--- config.mk ---
export PLATFORM = sky130hd
export DESIGN_NAME = signed_elias_gamma_codec_flat
export DESIGN_NICKNAME = d
export VERILOG_FILES = /design/src/sgc_pkg.sv /design/src/sgc_if.sv /design/src/signed_elias_gamma_codec.sv /design/src/flat_wrapper.sv
export SDC_FILE = /design/constraint.sdc
export NUM_CORES = 1
export LEC_CHECK = 0
export BUFFER_PORTS_ARGS = -buffer_cell sky130_fd_sc_hd__buf_2
export CAP_MARGIN = 30
export CORE_ASPECT_RATIO = 1.2
export CORE_MARGIN = 1.5
export CORE_UTILIZATION = 55
export DETAILED_ROUTE_END_ITERATION = 10
export HOLD_SLACK_MARGIN = 0.06
export PLACE_DENSITY = 0.74
export SYNTH_ARGS = -nofsm -noshare
export SYNTH_HDL_FRONTEND = slang
export SYNTH_SLANG_ARGS = --single-unit
--- constraint.sdc ---
create_clock -name clk -period 14.5 [get_ports clk]
set_input_delay 2.9 -clock clk [delete_from_list [all_inputs] [get_ports clk]]
set_output_delay 2.9 -clock clk [all_outputs]
set_load 0.005 [all_outputs]
--- src/sgc_pkg.sv ---
// shared constants and types of the signed elias gamma codec
package sgc_pkg;

    // width of the signed values that are encoded
    localparam int VALUE_BITS = 28;
    // width of the mapped value and of the decoded value
    localparam int M_BITS = VALUE_BITS + 1;
    // counter width: holds 0 .. M_BITS
    localparam int CNT_BITS = $clog2(M_BITS + 1);
    localparam int KIND_BITS = 2;

    typedef logic [KIND_BITS-1:0] kind_t;

    localparam kind_t KIND_BIT   = kind_t'(0);
    localparam kind_t KIND_VALUE = kind_t'(1);
    localparam kind_t KIND_ERROR = kind_t'(2);

endpackage

--- src/sgc_if.sv ---
// channel interfaces of the signed elias gamma codec

interface sgc_item_if;
    logic                                valid;
    logic                                ready;
    logic signed [sgc_pkg::VALUE_BITS-1:0] signed_value;
    logic                                code_bit;
    logic                                end_of_stream;

    modport source (output valid, output signed_value, output code_bit,
                    output end_of_stream, input ready);
    modport sink   (input valid, input signed_value, input code_bit,
                    input end_of_stream, output ready);
endinterface

interface sgc_result_if;
    logic                              valid;
    logic                              ready;
    sgc_pkg::kind_t                    result_kind;
    logic                              out_bit;
    logic signed [sgc_pkg::M_BITS-1:0] decoded_value;
    logic                              last_of_run;

    modport source (output valid, output result_kind, output out_bit,
                    output decoded_value, output last_of_run, input ready);
    modport sink   (input valid, input result_kind, input out_bit,
                    input decoded_value, input last_of_run, output ready);
endinterface

interface sgc_cfg_if;
    logic valid;
    logic ready;
    logic decode_mode;

    modport source (output valid, output decode_mode, input ready);
    modport sink   (input valid, input decode_mode, output ready);
endinterface

--- src/signed_elias_gamma_codec.sv ---
// top level of the signed elias gamma codec: bit-serial encoder and decoder
//
// Signed Elias gamma codec. With decode_mode at 0 each item carries a signed
// value; it is mapped (zero to 1, positive v to 2v+1, negative v to -2v) and
// sent as floor(log2 m) zero bits followed by the bits of m, msb first, one
// result per code bit; end_of_stream appends zero bits up to a byte boundary.
// An encode item is loaded, then its 29-bit mapped value is normalized in its
// shift register, one leading zero shifted out per step, and then its code
// bits and pad bits are sent, one result each: a code of 2n+1 bits plus up to
// 7 pad bits; the next item is taken once the last result has been loaded
// into the output register. With decode_mode at 1 each item carries one code
// bit; a bit that completes a value, or a zero run longer than the value
// width, gives one result, so the decoder takes one item per cycle as long as
// the output register drains. The mode register is to be written over the cfg
// channel only while the block is idle; the block does not enforce this, and
// a write does not clear the coder state.
module signed_elias_gamma_codec (
    input logic           clk,
    input logic           rst_n,
    sgc_item_if.sink      item,
    sgc_result_if.source  result,
    sgc_cfg_if.sink       cfg
);

    // encoder sequencer states
    localparam logic [2:0] ST_IDLE  = 3'd0;
    localparam logic [2:0] ST_NORM  = 3'd1;  // shift mapped value up to its msb
    localparam logic [2:0] ST_ZEROS = 3'd2;  // unary prefix of zero bits
    localparam logic [2:0] ST_BITS  = 3'd3;  // binary digits of the mapped value
    localparam logic [2:0] ST_PAD   = 3'd4;  // byte alignment padding

    localparam int MB = sgc_pkg::M_BITS;
    localparam int CB = sgc_pkg::CNT_BITS;

    logic [2:0]          state_reg, state_next;
    logic                mode_reg;

    // encoder datapath
    logic [MB-1:0]       m_reg, m_next;
    logic [CB-1:0]       nbits_reg, nbits_next;
    logic [CB-1:0]       cnt_reg, cnt_next;
    logic                eos_reg, eos_next;
    logic [2:0]          emod_reg, emod_next;

    // decoder state
    logic [CB-1:0]       zero_run_reg, zero_run_next;
    logic                reading_reg, reading_next;
    logic [MB-1:0]       pay_reg, pay_next;
    logic [CB-1:0]       pay_cnt_reg, pay_cnt_next;

    // output register
    logic                out_valid_reg;
    sgc_pkg::kind_t      out_kind_reg;
    logic                out_bit_reg;
    logic [MB-1:0]       out_val_reg;
    logic                out_last_reg;

    logic                can_emit;
    logic                item_take;
    logic                emit;
    sgc_pkg::kind_t      emit_kind;
    logic                emit_bit;
    logic [MB-1:0]       emit_val;
    logic                emit_last;

    // mapped value and decoder helpers
    logic [sgc_pkg::VALUE_BITS-1:0] raw;
    logic [sgc_pkg::VALUE_BITS-1:0] raw_neg;
    logic [MB-1:0]       m_in;
    logic [MB-1:0]       dec_pay;
    logic [CB-1:0]       dec_cnt;
    logic [MB-1:0]       dec_half;
    logic [MB-1:0]       dec_val;

    // output slot is free or drains in this cycle
    assign can_emit  = !out_valid_reg || result.ready;
    assign item.ready = (state_reg == ST_IDLE) && (!mode_reg || can_emit);
    assign item_take = item.valid && item.ready;
    assign cfg.ready = 1'b1;

    // zero maps to 1 since {0, 1} is 1
    assign raw     = item.signed_value;
    assign raw_neg = -raw;
    assign m_in    = raw[sgc_pkg::VALUE_BITS-1] ? {raw_neg, 1'b0} : {raw, 1'b1};

    // payload with the new bit; a leading one starts the payload
    assign dec_pay  = reading_reg ? {pay_reg[MB-2:0], item.code_bit} : MB'(1);
    assign dec_cnt  = reading_reg ? pay_cnt_reg + CB'(1) : CB'(1);
    // odd payload gives zero or a positive value, even gives negative
    assign dec_half = dec_pay >> 1;
    assign dec_val  = dec_pay[0] ? dec_half : -dec_half;

    always_comb
    begin
        state_next    = state_reg;
        m_next        = m_reg;
        nbits_next    = nbits_reg;
        cnt_next      = cnt_reg;
        eos_next      = eos_reg;
        emod_next     = emod_reg;
        zero_run_next = zero_run_reg;
        reading_next  = reading_reg;
        pay_next      = pay_reg;
        pay_cnt_next  = pay_cnt_reg;
        emit          = 1'b0;
        emit_kind     = sgc_pkg::KIND_BIT;
        emit_bit      = 1'b0;
        emit_val      = '0;
        emit_last     = 1'b0;

        case (state_reg)
            ST_IDLE:
            begin
                if (item_take)
                begin
                    if (mode_reg)
                    begin
                        if (!reading_reg && !item.code_bit)
                        begin
                            // still in the zero prefix
                            if (zero_run_reg >= CB'(sgc_pkg::VALUE_BITS))
                            begin
                                zero_run_next = '0;
                                emit          = 1'b1;
                                emit_kind     = sgc_pkg::KIND_ERROR;
                                emit_last     = 1'b1;
                            end
                            else
                            begin
                                zero_run_next = zero_run_reg + CB'(1);
                            end
                        end
                        else if (dec_cnt > zero_run_reg)
                        begin
                            // payload complete
                            emit          = 1'b1;
                            emit_kind     = sgc_pkg::KIND_VALUE;
                            emit_val      = dec_val;
                            emit_last     = 1'b1;
                            reading_next  = 1'b0;
                            zero_run_next = '0;
                            pay_next      = '0;
                            pay_cnt_next  = '0;
                        end
                        else
                        begin
                            reading_next = 1'b1;
                            pay_next     = dec_pay;
                            pay_cnt_next = dec_cnt;
                        end
                    end
                    else
                    begin
                        m_next     = m_in;
                        nbits_next = CB'(sgc_pkg::VALUE_BITS);
                        eos_next   = item.end_of_stream;
                        state_next = ST_NORM;
                    end
                end
            end

            ST_NORM:
            begin
                if (m_reg[MB-1])
                begin
                    cnt_next   = nbits_reg;
                    state_next = (nbits_reg == '0) ? ST_BITS : ST_ZEROS;
                end
                else
                begin
                    m_next     = m_reg << 1;
                    nbits_next = nbits_reg - CB'(1);
                end
            end

            ST_ZEROS:
            begin
                if (can_emit)
                begin
                    emit      = 1'b1;
                    emod_next = emod_reg + 3'd1;
                    cnt_next  = cnt_reg - CB'(1);
                    if (cnt_reg == CB'(1))
                    begin
                        cnt_next   = nbits_reg;
                        state_next = ST_BITS;
                    end
                end
            end

            ST_BITS:
            begin
                if (can_emit)
                begin
                    emit      = 1'b1;
                    emit_bit  = m_reg[MB-1];
                    m_next    = m_reg << 1;
                    emod_next = emod_reg + 3'd1;
                    cnt_next  = cnt_reg - CB'(1);
                    if (cnt_reg == '0)
                    begin
                        // pad length is 7 - emod_reg, none when it is zero
                        if (eos_reg && (emod_reg != 3'd7))
                        begin
                            cnt_next   = CB'(3'd7 - emod_reg);
                            state_next = ST_PAD;
                        end
                        else
                        begin
                            emit_last  = 1'b1;
                            state_next = ST_IDLE;
                        end
                    end
                end
            end

            ST_PAD:
            begin
                if (can_emit)
                begin
                    emit      = 1'b1;
                    emod_next = emod_reg + 3'd1;
                    cnt_next  = cnt_reg - CB'(1);
                    if (cnt_reg == CB'(1))
                    begin
                        emit_last  = 1'b1;
                        state_next = ST_IDLE;
                    end
                end
            end

            default:
            begin
                state_next = ST_IDLE;
            end
        endcase
    end

    // control state
    always_ff @(posedge clk or negedge rst_n)
    begin
        if (!rst_n)
        begin
            state_reg     <= ST_IDLE;
            mode_reg      <= 1'b0;
            emod_reg      <= '0;
            zero_run_reg  <= '0;
            reading_reg   <= 1'b0;
            pay_reg       <= '0;
            pay_cnt_reg   <= '0;
            out_valid_reg <= 1'b0;
        end
        else
        begin
            state_reg    <= state_next;
            emod_reg     <= emod_next;
            zero_run_reg <= zero_run_next;
            reading_reg  <= reading_next;
            pay_reg      <= pay_next;
            pay_cnt_reg  <= pay_cnt_next;
            if (cfg.valid)
            begin
                mode_reg <= cfg.decode_mode;
            end
            if (emit)
            begin
                out_valid_reg <= 1'b1;
            end
            else if (result.ready)
            begin
                out_valid_reg <= 1'b0;
            end
        end
    end

    // datapath and output payload
    always_ff @(posedge clk)
    begin
        m_reg     <= m_next;
        nbits_reg <= nbits_next;
        cnt_reg   <= cnt_next;
        eos_reg   <= eos_next;
        if (emit)
        begin
            out_kind_reg <= emit_kind;
            out_bit_reg  <= emit_bit;
            out_val_reg  <= emit_val;
            out_last_reg <= emit_last;
        end
    end

    assign result.valid         = out_valid_reg;
    assign result.result_kind   = out_kind_reg;
    assign result.out_bit       = out_bit_reg;
    assign result.decoded_value = out_val_reg;
    assign result.last_of_run   = out_last_reg;

`ifndef NO_ASSERTIONS
    // normalization must terminate: the mapped value is never zero
    a_norm_nonzero: assert property (@(posedge clk) disable iff (!rst_n)
        (state_reg == ST_NORM) |-> (m_reg != '0))
        else $error("normalizing a zero mapped value");

    // a partly read payload never already exceeds the prefix length
    a_payload_bound: assert property (@(posedge clk) disable iff (!rst_n)
        reading_reg |-> (pay_cnt_reg <= zero_run_reg))
        else $error("decoder payload longer than its zero prefix");

    // padding ends exactly on a byte boundary
    a_pad_aligned: assert property (@(posedge clk) disable iff (!rst_n)
        (state_reg == ST_PAD && can_emit && cnt_reg == CB'(1)) |=> (emod_reg == 3'd0))
        else $error("padding does not end on a byte boundary");

    // an encode item is only taken in idle and then starts normalization
    a_take_idle: assert property (@(posedge clk) disable iff (!rst_n)
        (item.valid && item.ready && !mode_reg) |=> (state_reg == ST_NORM))
        else $error("encode item did not start normalization");
`endif

endmodule

--- src/flat_wrapper.sv ---
// flat-port wrapper written by rule: the top's interface ports become plain ports
module signed_elias_gamma_codec_flat 
  (clk, rst_n, item_valid, item_signed_value, item_code_bit, item_end_of_stream, item_ready, result_valid, result_result_kind, result_out_bit, result_decoded_value, result_last_of_run, result_ready, cfg_valid, cfg_decode_mode, cfg_ready);
  sgc_item_if item_i ();
  sgc_result_if result_i ();
  sgc_cfg_if cfg_i ();
  input logic clk;
  input logic rst_n;
  input wire logic [$bits(item_i.valid)-1:0] item_valid;
  input wire logic [$bits(item_i.signed_value)-1:0] item_signed_value;
  input wire logic [$bits(item_i.code_bit)-1:0] item_code_bit;
  input wire logic [$bits(item_i.end_of_stream)-1:0] item_end_of_stream;
  output wire logic [$bits(item_i.ready)-1:0] item_ready;
  output wire logic [$bits(result_i.valid)-1:0] result_valid;
  output wire logic [$bits(result_i.result_kind)-1:0] result_result_kind;
  output wire logic [$bits(result_i.out_bit)-1:0] result_out_bit;
  output wire logic [$bits(result_i.decoded_value)-1:0] result_decoded_value;
  output wire logic [$bits(result_i.last_of_run)-1:0] result_last_of_run;
  input wire logic [$bits(result_i.ready)-1:0] result_ready;
  input wire logic [$bits(cfg_i.valid)-1:0] cfg_valid;
  input wire logic [$bits(cfg_i.decode_mode)-1:0] cfg_decode_mode;
  output wire logic [$bits(cfg_i.ready)-1:0] cfg_ready;
  assign item_i.valid = item_valid;
  assign item_i.signed_value = item_signed_value;
  assign item_i.code_bit = item_code_bit;
  assign item_i.end_of_stream = item_end_of_stream;
  assign item_ready = item_i.ready;
  assign result_valid = result_i.valid;
  assign result_result_kind = result_i.result_kind;
  assign result_out_bit = result_i.out_bit;
  assign result_decoded_value = result_i.decoded_value;
  assign result_last_of_run = result_i.last_of_run;
  assign result_i.ready = result_ready;
  assign cfg_i.valid = cfg_valid;
  assign cfg_i.decode_mode = cfg_decode_mode;
  assign cfg_ready = cfg_i.ready;
  signed_elias_gamma_codec u_core (.clk(clk), .rst_n(rst_n), .item(item_i), .result(result_i), .cfg(cfg_i));
endmodule
==> impl_results.md, run 1 <==
* Largest net degree at the start of global routing at roughly 40
* CP peak stage delay at 0.44 ns
* Pins over their slew limit at 0
* Delay-heaviest family, CP: compound AO/OA/AOI/OAI gates
* Die ar. at approximately 13,000 um2
* DIE HEIGHT at between 100 and 150 um
* Final Critical Period at 6.62 ns
* Critical path buffer and inverter count at 2
* VDD IR max at between 80 and 90 uV
* Tcrit/Tclk final at 45.6%
* Worst-path maximum fanout at 5
* Yosys warning count at 0
* Clk Latency, worst-skew pair at between 0.4 and 0.5 ns
* CP Capture Type: output port
* Hold Fails Final Rpt at 0
* Fraction of layout cells with a size suffix above 1 at 18.7%
* CTS root buffer: clkbuf_16
* RePlAce Congestion at about 0.81
* Crit-path slowest cell: a2111oi_0
* Slew margin rel. at a little over a third
* Slew @ Worst Pin at ~0.96 ns
* Req. time, crit path at 11.60 ns
* RSZ-0062 raised after global routing: false
* DR vias/cell at slightly below 6
* Total negative slack at 0 ns
* Layout Skew at slightly below 0.008 ns
* DR DRC count at 0
* Hold WC Path Type: flip-flop to flip-flop
* Async SR Flop Fraction at about two fifths
* CTS tree: built
* ANT cells at 0
* Synth-to-layout area growth at 15.3%
* Count leader, synth: edfxtp_1
* H-tree depth at 4
* Leak at about 3 nW
* CTS clk-pin slew, worst paths at ~0.050 ns
* Clock Path Buffers at 2
* Synth Cell Area at around 6500 um2
* Initial DRC Count at 330
* Routed WL at 13,000 um
* Die Wd at about 100 um
* CP dominant cell by count: buf_2
* Mean post-synth cell area at 10.5 um2
* Power Dens Cells at between 150 and 200 nW/um2
* Synth cell count leaders: edfxtp_1 (73), nand2_1 (69), nor2_1 (67)
* Global-route wire length before repair at around 22,000 um
* Hpwl dp at 8850 um
* Synth Instances at around 620
* # setup viols final at 0
* CP Launch Type: primary input
* Initial antenna violation count at 0
* Drt first pass iters at 5
* Vias in the first global route at roughly 4,700
* Post-CTS Repair Setup Buffers at 0
* Wire length per cell at roughly 15 um
* DP Area at around 7000 um2
* IO Count at 72
* Fmax at roughly 150 MHz
* Post-route cell area at 7550 um2
* Mapped Nets at 675
* Critical path class: primary input to output port
* PortBufs at 70
* Max_cap viols at 0
* Residual overflow from global routing at 0
* Area share of the largest cell type after synthesis at 33.5%
* Hold buffers post-CTS at 0
* Yosys reg bits at 120
* Number of CTS-inserted buffers at 17
* Site Rows at 43
* Cell taking the most area after synthesis: edfxtp_1
* Detailed-route via count at a little under 5,000
* # nets final at roughly 730
* Synth cell types at 63
* Outcome: completed
* Synth Flop Type: edfxtp_1
* Initial Util at a little under three fifths
* Core box area at about 12,000 um2
* Post-DRT Antenna Nets at 0
* Number of synthesized flops with an enable pin at 73
* Synth area leaders: edfxtp_1 (33%), dfrtp_1 (18%), xnor2_1 (4.4%), nand2_1 (4.0%), nor2_1 (3.8%)
* GRT Total Usage at around 22%
* Arr. time, crit path at ~3.7 ns
* Sequential element share of the synthesized area at between 50% and 60%
* PostCTS Resize Cnt at 0
* Sink Count at 120
* Worst-path cell chain: buf_2 > nor2b_1 > a2111oi_0 > buf_2
==> per-stage QoR <==
| stage | util (%) | total power [W] | hold slack [ns] | std cells | worst slack (ns) |
|---|---|---|---|---|---|
| floorplan | - | 0.000810 | 0.463 | 624 | 8.16 |
| global placement | 60.0 | 0.000894 | 0.478 | 819 | 7.76 |
| detailed placement | 60.4 | 0.000919 | 0.489 | 821 | 7.85 |
| CTS | 65.3 | 0.00131 | 0.515 | 853 | 7.84 |
| global route | 65.3 | 0.00139 | 0.546 | 853 | 7.75 |
| finish | 65.3 | 0.00130 | 0.512 | 853 | 7.88 |
==> path summary, 6_finish.rpt <==
| check | start | end | slack (ns) | depth (start not counted) |
|---|---|---|---|---|
| max in group asynchronous | rst_n | u_core.pay_cnt_reg[3] | 11.68 | 2 |
| min reg2reg | u_core.pay_cnt_reg[1] | u_core.pay_cnt_reg[1] | 0.51 | 2 |
| min | u_core.pay_cnt_reg[1] | u_core.pay_cnt_reg[1] | 0.51 | 2 |
| min in group asynchronous | rst_n | u_core.pay_reg[9] | 2.34 | 1 |
| max reg2reg | u_core.reading_reg | u_core.result.decoded_value[25] | 10.50 | 9 |
| max | result_ready | item_ready | 7.88 | 4 |
==> kinds of logic after synthesis <==
logic type / share of synthesized area, %
AO/OA/AOI/OAI: 15.8
multiplexers: 0.994
XOR/XNOR: 8.16
buffers and inverters: 4.15
adder cells (fa/ha/maj): 2.87
AND/OR/NAND/NOR: 16.6
flip-flops: 51.5
other: 0.0573
==> area by class of cell <==
| class | instances | area, um2 |
|---|---|---|
| Multi-Input combinational cell | 451 | 2930 |
| Sequential cell | 120 | 3370 |
| Clock inverter | 14 | 130 |
| Timing Repair Buffer | 76 | 428 |
| Fill cell | 916 | 4020 |
| Inverter | 17 | 63.8 |
| Tap cell | 157 | 196 |
| Clock buffer | 18 | 429 |
==> worst min-delay path, delay by kind of cell (launching register included) <==
family | cells | cell delay, ns
simple gates | 1 | 0.05
compound gates | 1 | 0.06
flops | 1 | 0.36
==> cell usage in the layout, fill, tap and decap left out, drive strengths merged, types with 5 or more instances in the layout <==
| cell | n |
|---|---|
| o31ai | 13 |
| nor3 | 15 |
| nand3 | 10 |
| edfxtp | 73 |
| buf | 76 |
| nor4 | 9 |
| nor2b | 5 |
| o21ai | 44 |
| or4 | 7 |
| xor2 | 28 |
| a21oi | 25 |
| a31oi | 11 |
| inv | 17 |
| nand2 | 69 |
| a22o | 27 |
| dfrtp | 47 |
| nand2b | 8 |
| o41ai | 9 |
| and2 | 6 |
| nor2 | 67 |
| clkbuf | 18 |
| ha | 15 |
| clkinvlp | 8 |
| clkinv | 5 |
| xnor2 | 33 |
==> power by group <==
part	total [W]	switching [W]	internal [W]	leakage [nW]
Clock	0.000391	0.000155	0.000236	0.247
Combinational	0.000382	0.000221	0.000161	1.35
Sequential	0.000530	0.0000545	0.000475	1.32
==> metal layers <==
layer | track usage [%] | up-vias | wire length [um]
met4 | 8.22 | 0 | 212
li1 | - | 2398 | -
met5 | 0 | - | 0
met1 | 26.9 | 2364 | 5240
met2 | 38.6 | 157 | 6830
met3 | 5.81 | 19 | 683
Power figures use the tool's default switching activity.
==> inputs of run 2 (changes only) <==
--- a/config.mk
+++ b/config.mk
@@ -9,7 +9,7 @@
 export CAP_MARGIN = 30
 export CORE_ASPECT_RATIO = 1.2
 export CORE_MARGIN = 1.5
-export CORE_UTILIZATION = 55
+export CORE_UTILIZATION = 53
 export DETAILED_ROUTE_END_ITERATION = 10
 export HOLD_SLACK_MARGIN = 0.06
 export PLACE_DENSITY = 0.74
==> constraint.sdc (replaced) <==
create_clock -name clk -period 5.5 [get_ports clk]
set_input_delay 1.1 -clock clk [delete_from_list [all_inputs] [get_ports clk]]
set_output_delay 1.1 -clock clk [all_outputs]
set_load 0.005 [all_outputs]
==> impl_results.md, run 2 (synthesis results as in run 1) <==
* DR vias/cell at 5.77
* Die ar. at around 13,000 um2
* Clk Latency, worst-skew pair at ~0.4 ns
* Req. time, crit path at 5.61 ns
* Clock Path Buffers at 2
* CTS root buffer: clkbuf_16
* Fmax at approximately 260 MHz
* DR DRC count at 0
* Most frequent cells in the layout: edfxtp_1 (73), buf_2 (70), nand2_1 (69)
* Core box area at 12,100 um2
* Tcrit/Tclk final at between 60% and 70%
* Hpwl dp at about 9000 um
* H-tree depth at 4
* PortBufs at 70
* Arr. time, crit path at approximately 3.9 ns
* Initial DRC Count at 278
* Synth-to-layout area growth at 15.8%
* ANT cells at 0
* Slew @ Worst Pin at a little under 1 ns
* Critical path buffer and inverter count at 2
* R2r setup slk at between 1.5 and 2 ns
* CTS clk-pin slew, worst paths at 0.06 ns
* RePlAce Congestion at about 0.83
* DP Worst Slack at approximately 1.4 ns
* Worst-path cell chain: clkinv_1 > nor2_1 > ha_1 > and3_1 > and3_1 > a31oi_2 > a21oi_1 > o21ai_4 > buf_16
* Largest net degree at the start of global routing at between 40 and 50
* Initial Util at between 50% and 60%
* Drt first pass iters at 5
* Initial antenna violation count at 0
* Post-CTS Repair Setup Buffers at 0
* IO Count at slightly above 70
* Layout Skew at about 0.0075 ns
* Site Rows at 44
* CP Capture Type: flip-flop
* # setup viols final at 0
* Crit-path slowest cell: dfrtp_1
* Fraction of layout cells with a size suffix above 1 at a little under a fifth
* Worst-path maximum fanout at 27
* Post-DRT Antenna Nets at 0
* Total negative slack at 0 ns
* Detailed-route via count at 4,948
* CP Launch Type: flip-flop
* Vias in the first global route at a little under 5,000
* CTS tree: built
* Leak at 2.95 nW
* DIE HEIGHT at 125 um
* Slew margin rel. at between 30% and 40%
* RSZ-0062 raised after global routing: false
* CP dominant cell by count: and3_1
* Sink Count at 120
* Pins over their slew limit at 0
* GRT Total Usage at between 20% and 30%
* Wire length per cell at 15.7 um
* VDD IR max at between 200 and 250 uV
* Power Dens Cells at ~460 nW/um2
* # nets final at 734
* Hold buffers post-CTS at 0
* Max_cap viols at 0
* Outcome: completed
* Hold WC Path Type: flip-flop to flip-flop
* Residual overflow from global routing at 0
* Global-route wire length before repair at approximately 23,000 um
* Delay-heaviest family, CP: compound AO/OA/AOI/OAI gates
* PostCTS Resize Cnt at 0
* Die Wd at roughly 100 um
* Setup WS post-layout at 1.70 ns
* Number of CTS-inserted buffers at 17
* Most common cell after layout, fill and taps aside: edfxtp_1
* Fillcell total at 970
* CP peak stage delay at about 0.70 ns
* Final Critical Period at about 3.8 ns
* Routed WL at around 13,000 um
* Hold Fails Final Rpt at 0
* Critical path class: flip-flop to flip-flop
## run 2: changes by cell type in the layout (fill, tap and decap cells not counted)
cell / delta
clkinv_4: -1
clkbuf_8: +1
clkinv_2: +2
clkbuf_1: -1
bufinv_16: +1
clkinvlp_4: -4
inv_6: +2
## run 2: area by class of cell
class	instances	area, um2	share of cell area (%)
flip-flops and latches	120	3370	44.4
multi-input cells	451	2930	38.7
clock buffers	18	439	5.79
repair buffers	76	428	5.64
well taps	161	201	2.66
clock inverters	14	149	1.96
inverters	17	63.8	0.842
## run 2: per-stage QoR
stage	cells	utilization, %	total power [W]	cell area, um2	hold slack (ns)
2_1_floorplan	624	-	0.00213	6550	0.463
4_1_cts	856	62.7	0.00352	7550	0.532
3_3_place_gp	823	57.6	0.00236	6950	0.498
6_report	857	62.9	0.00352	7580	0.528
3_5_place_dp	824	57.8	0.00241	6970	0.513
5_1_grt	857	62.9	0.00372	7580	0.540
## run 2: worst register-to-register path: stages (launching register included)
cell and delay [ns]:
dfrtp_1 0.70, clkinv_1 0.40, nor2_1 0.21, ha_1 0.27, and3_1 0.21, and3_1 0.20
a31oi_2 0.62, a21oi_1 0.29, o21ai_4 0.38, buf_16 0.23
## run 2: power breakdown
part           internal (W)  switching, W
clock network      0.000680      0.000410
logic              0.000428      0.000601
registers           0.00125      0.000146
## run 2: metal layers
metal  vias up  track usage (%)  share of wire, %
li1       2398                -                 -
met1      2356             25.9                41
met2       169             37.6                53
met3        25             4.60               4.9
met4         0             8.33               1.7
met5         -                0                 0
## run 2: worst paths after layout
check / start / end / depth (start not counted)
worst max-delay path: u_core.reading_reg / u_core.result.decoded_value[21] / 9
worst min-delay path: u_core.m_reg[0] / u_core.m_reg[1] / 2
worst max register to register: u_core.reading_reg / u_core.result.decoded_value[21] / 9
worst min register to register: u_core.m_reg[0] / u_core.m_reg[1] / 2
max in group asynchronous: rst_n / u_core.pay_cnt_reg[3] / 2
min in group asynchronous: rst_n / u_core.pay_reg[7] / 1
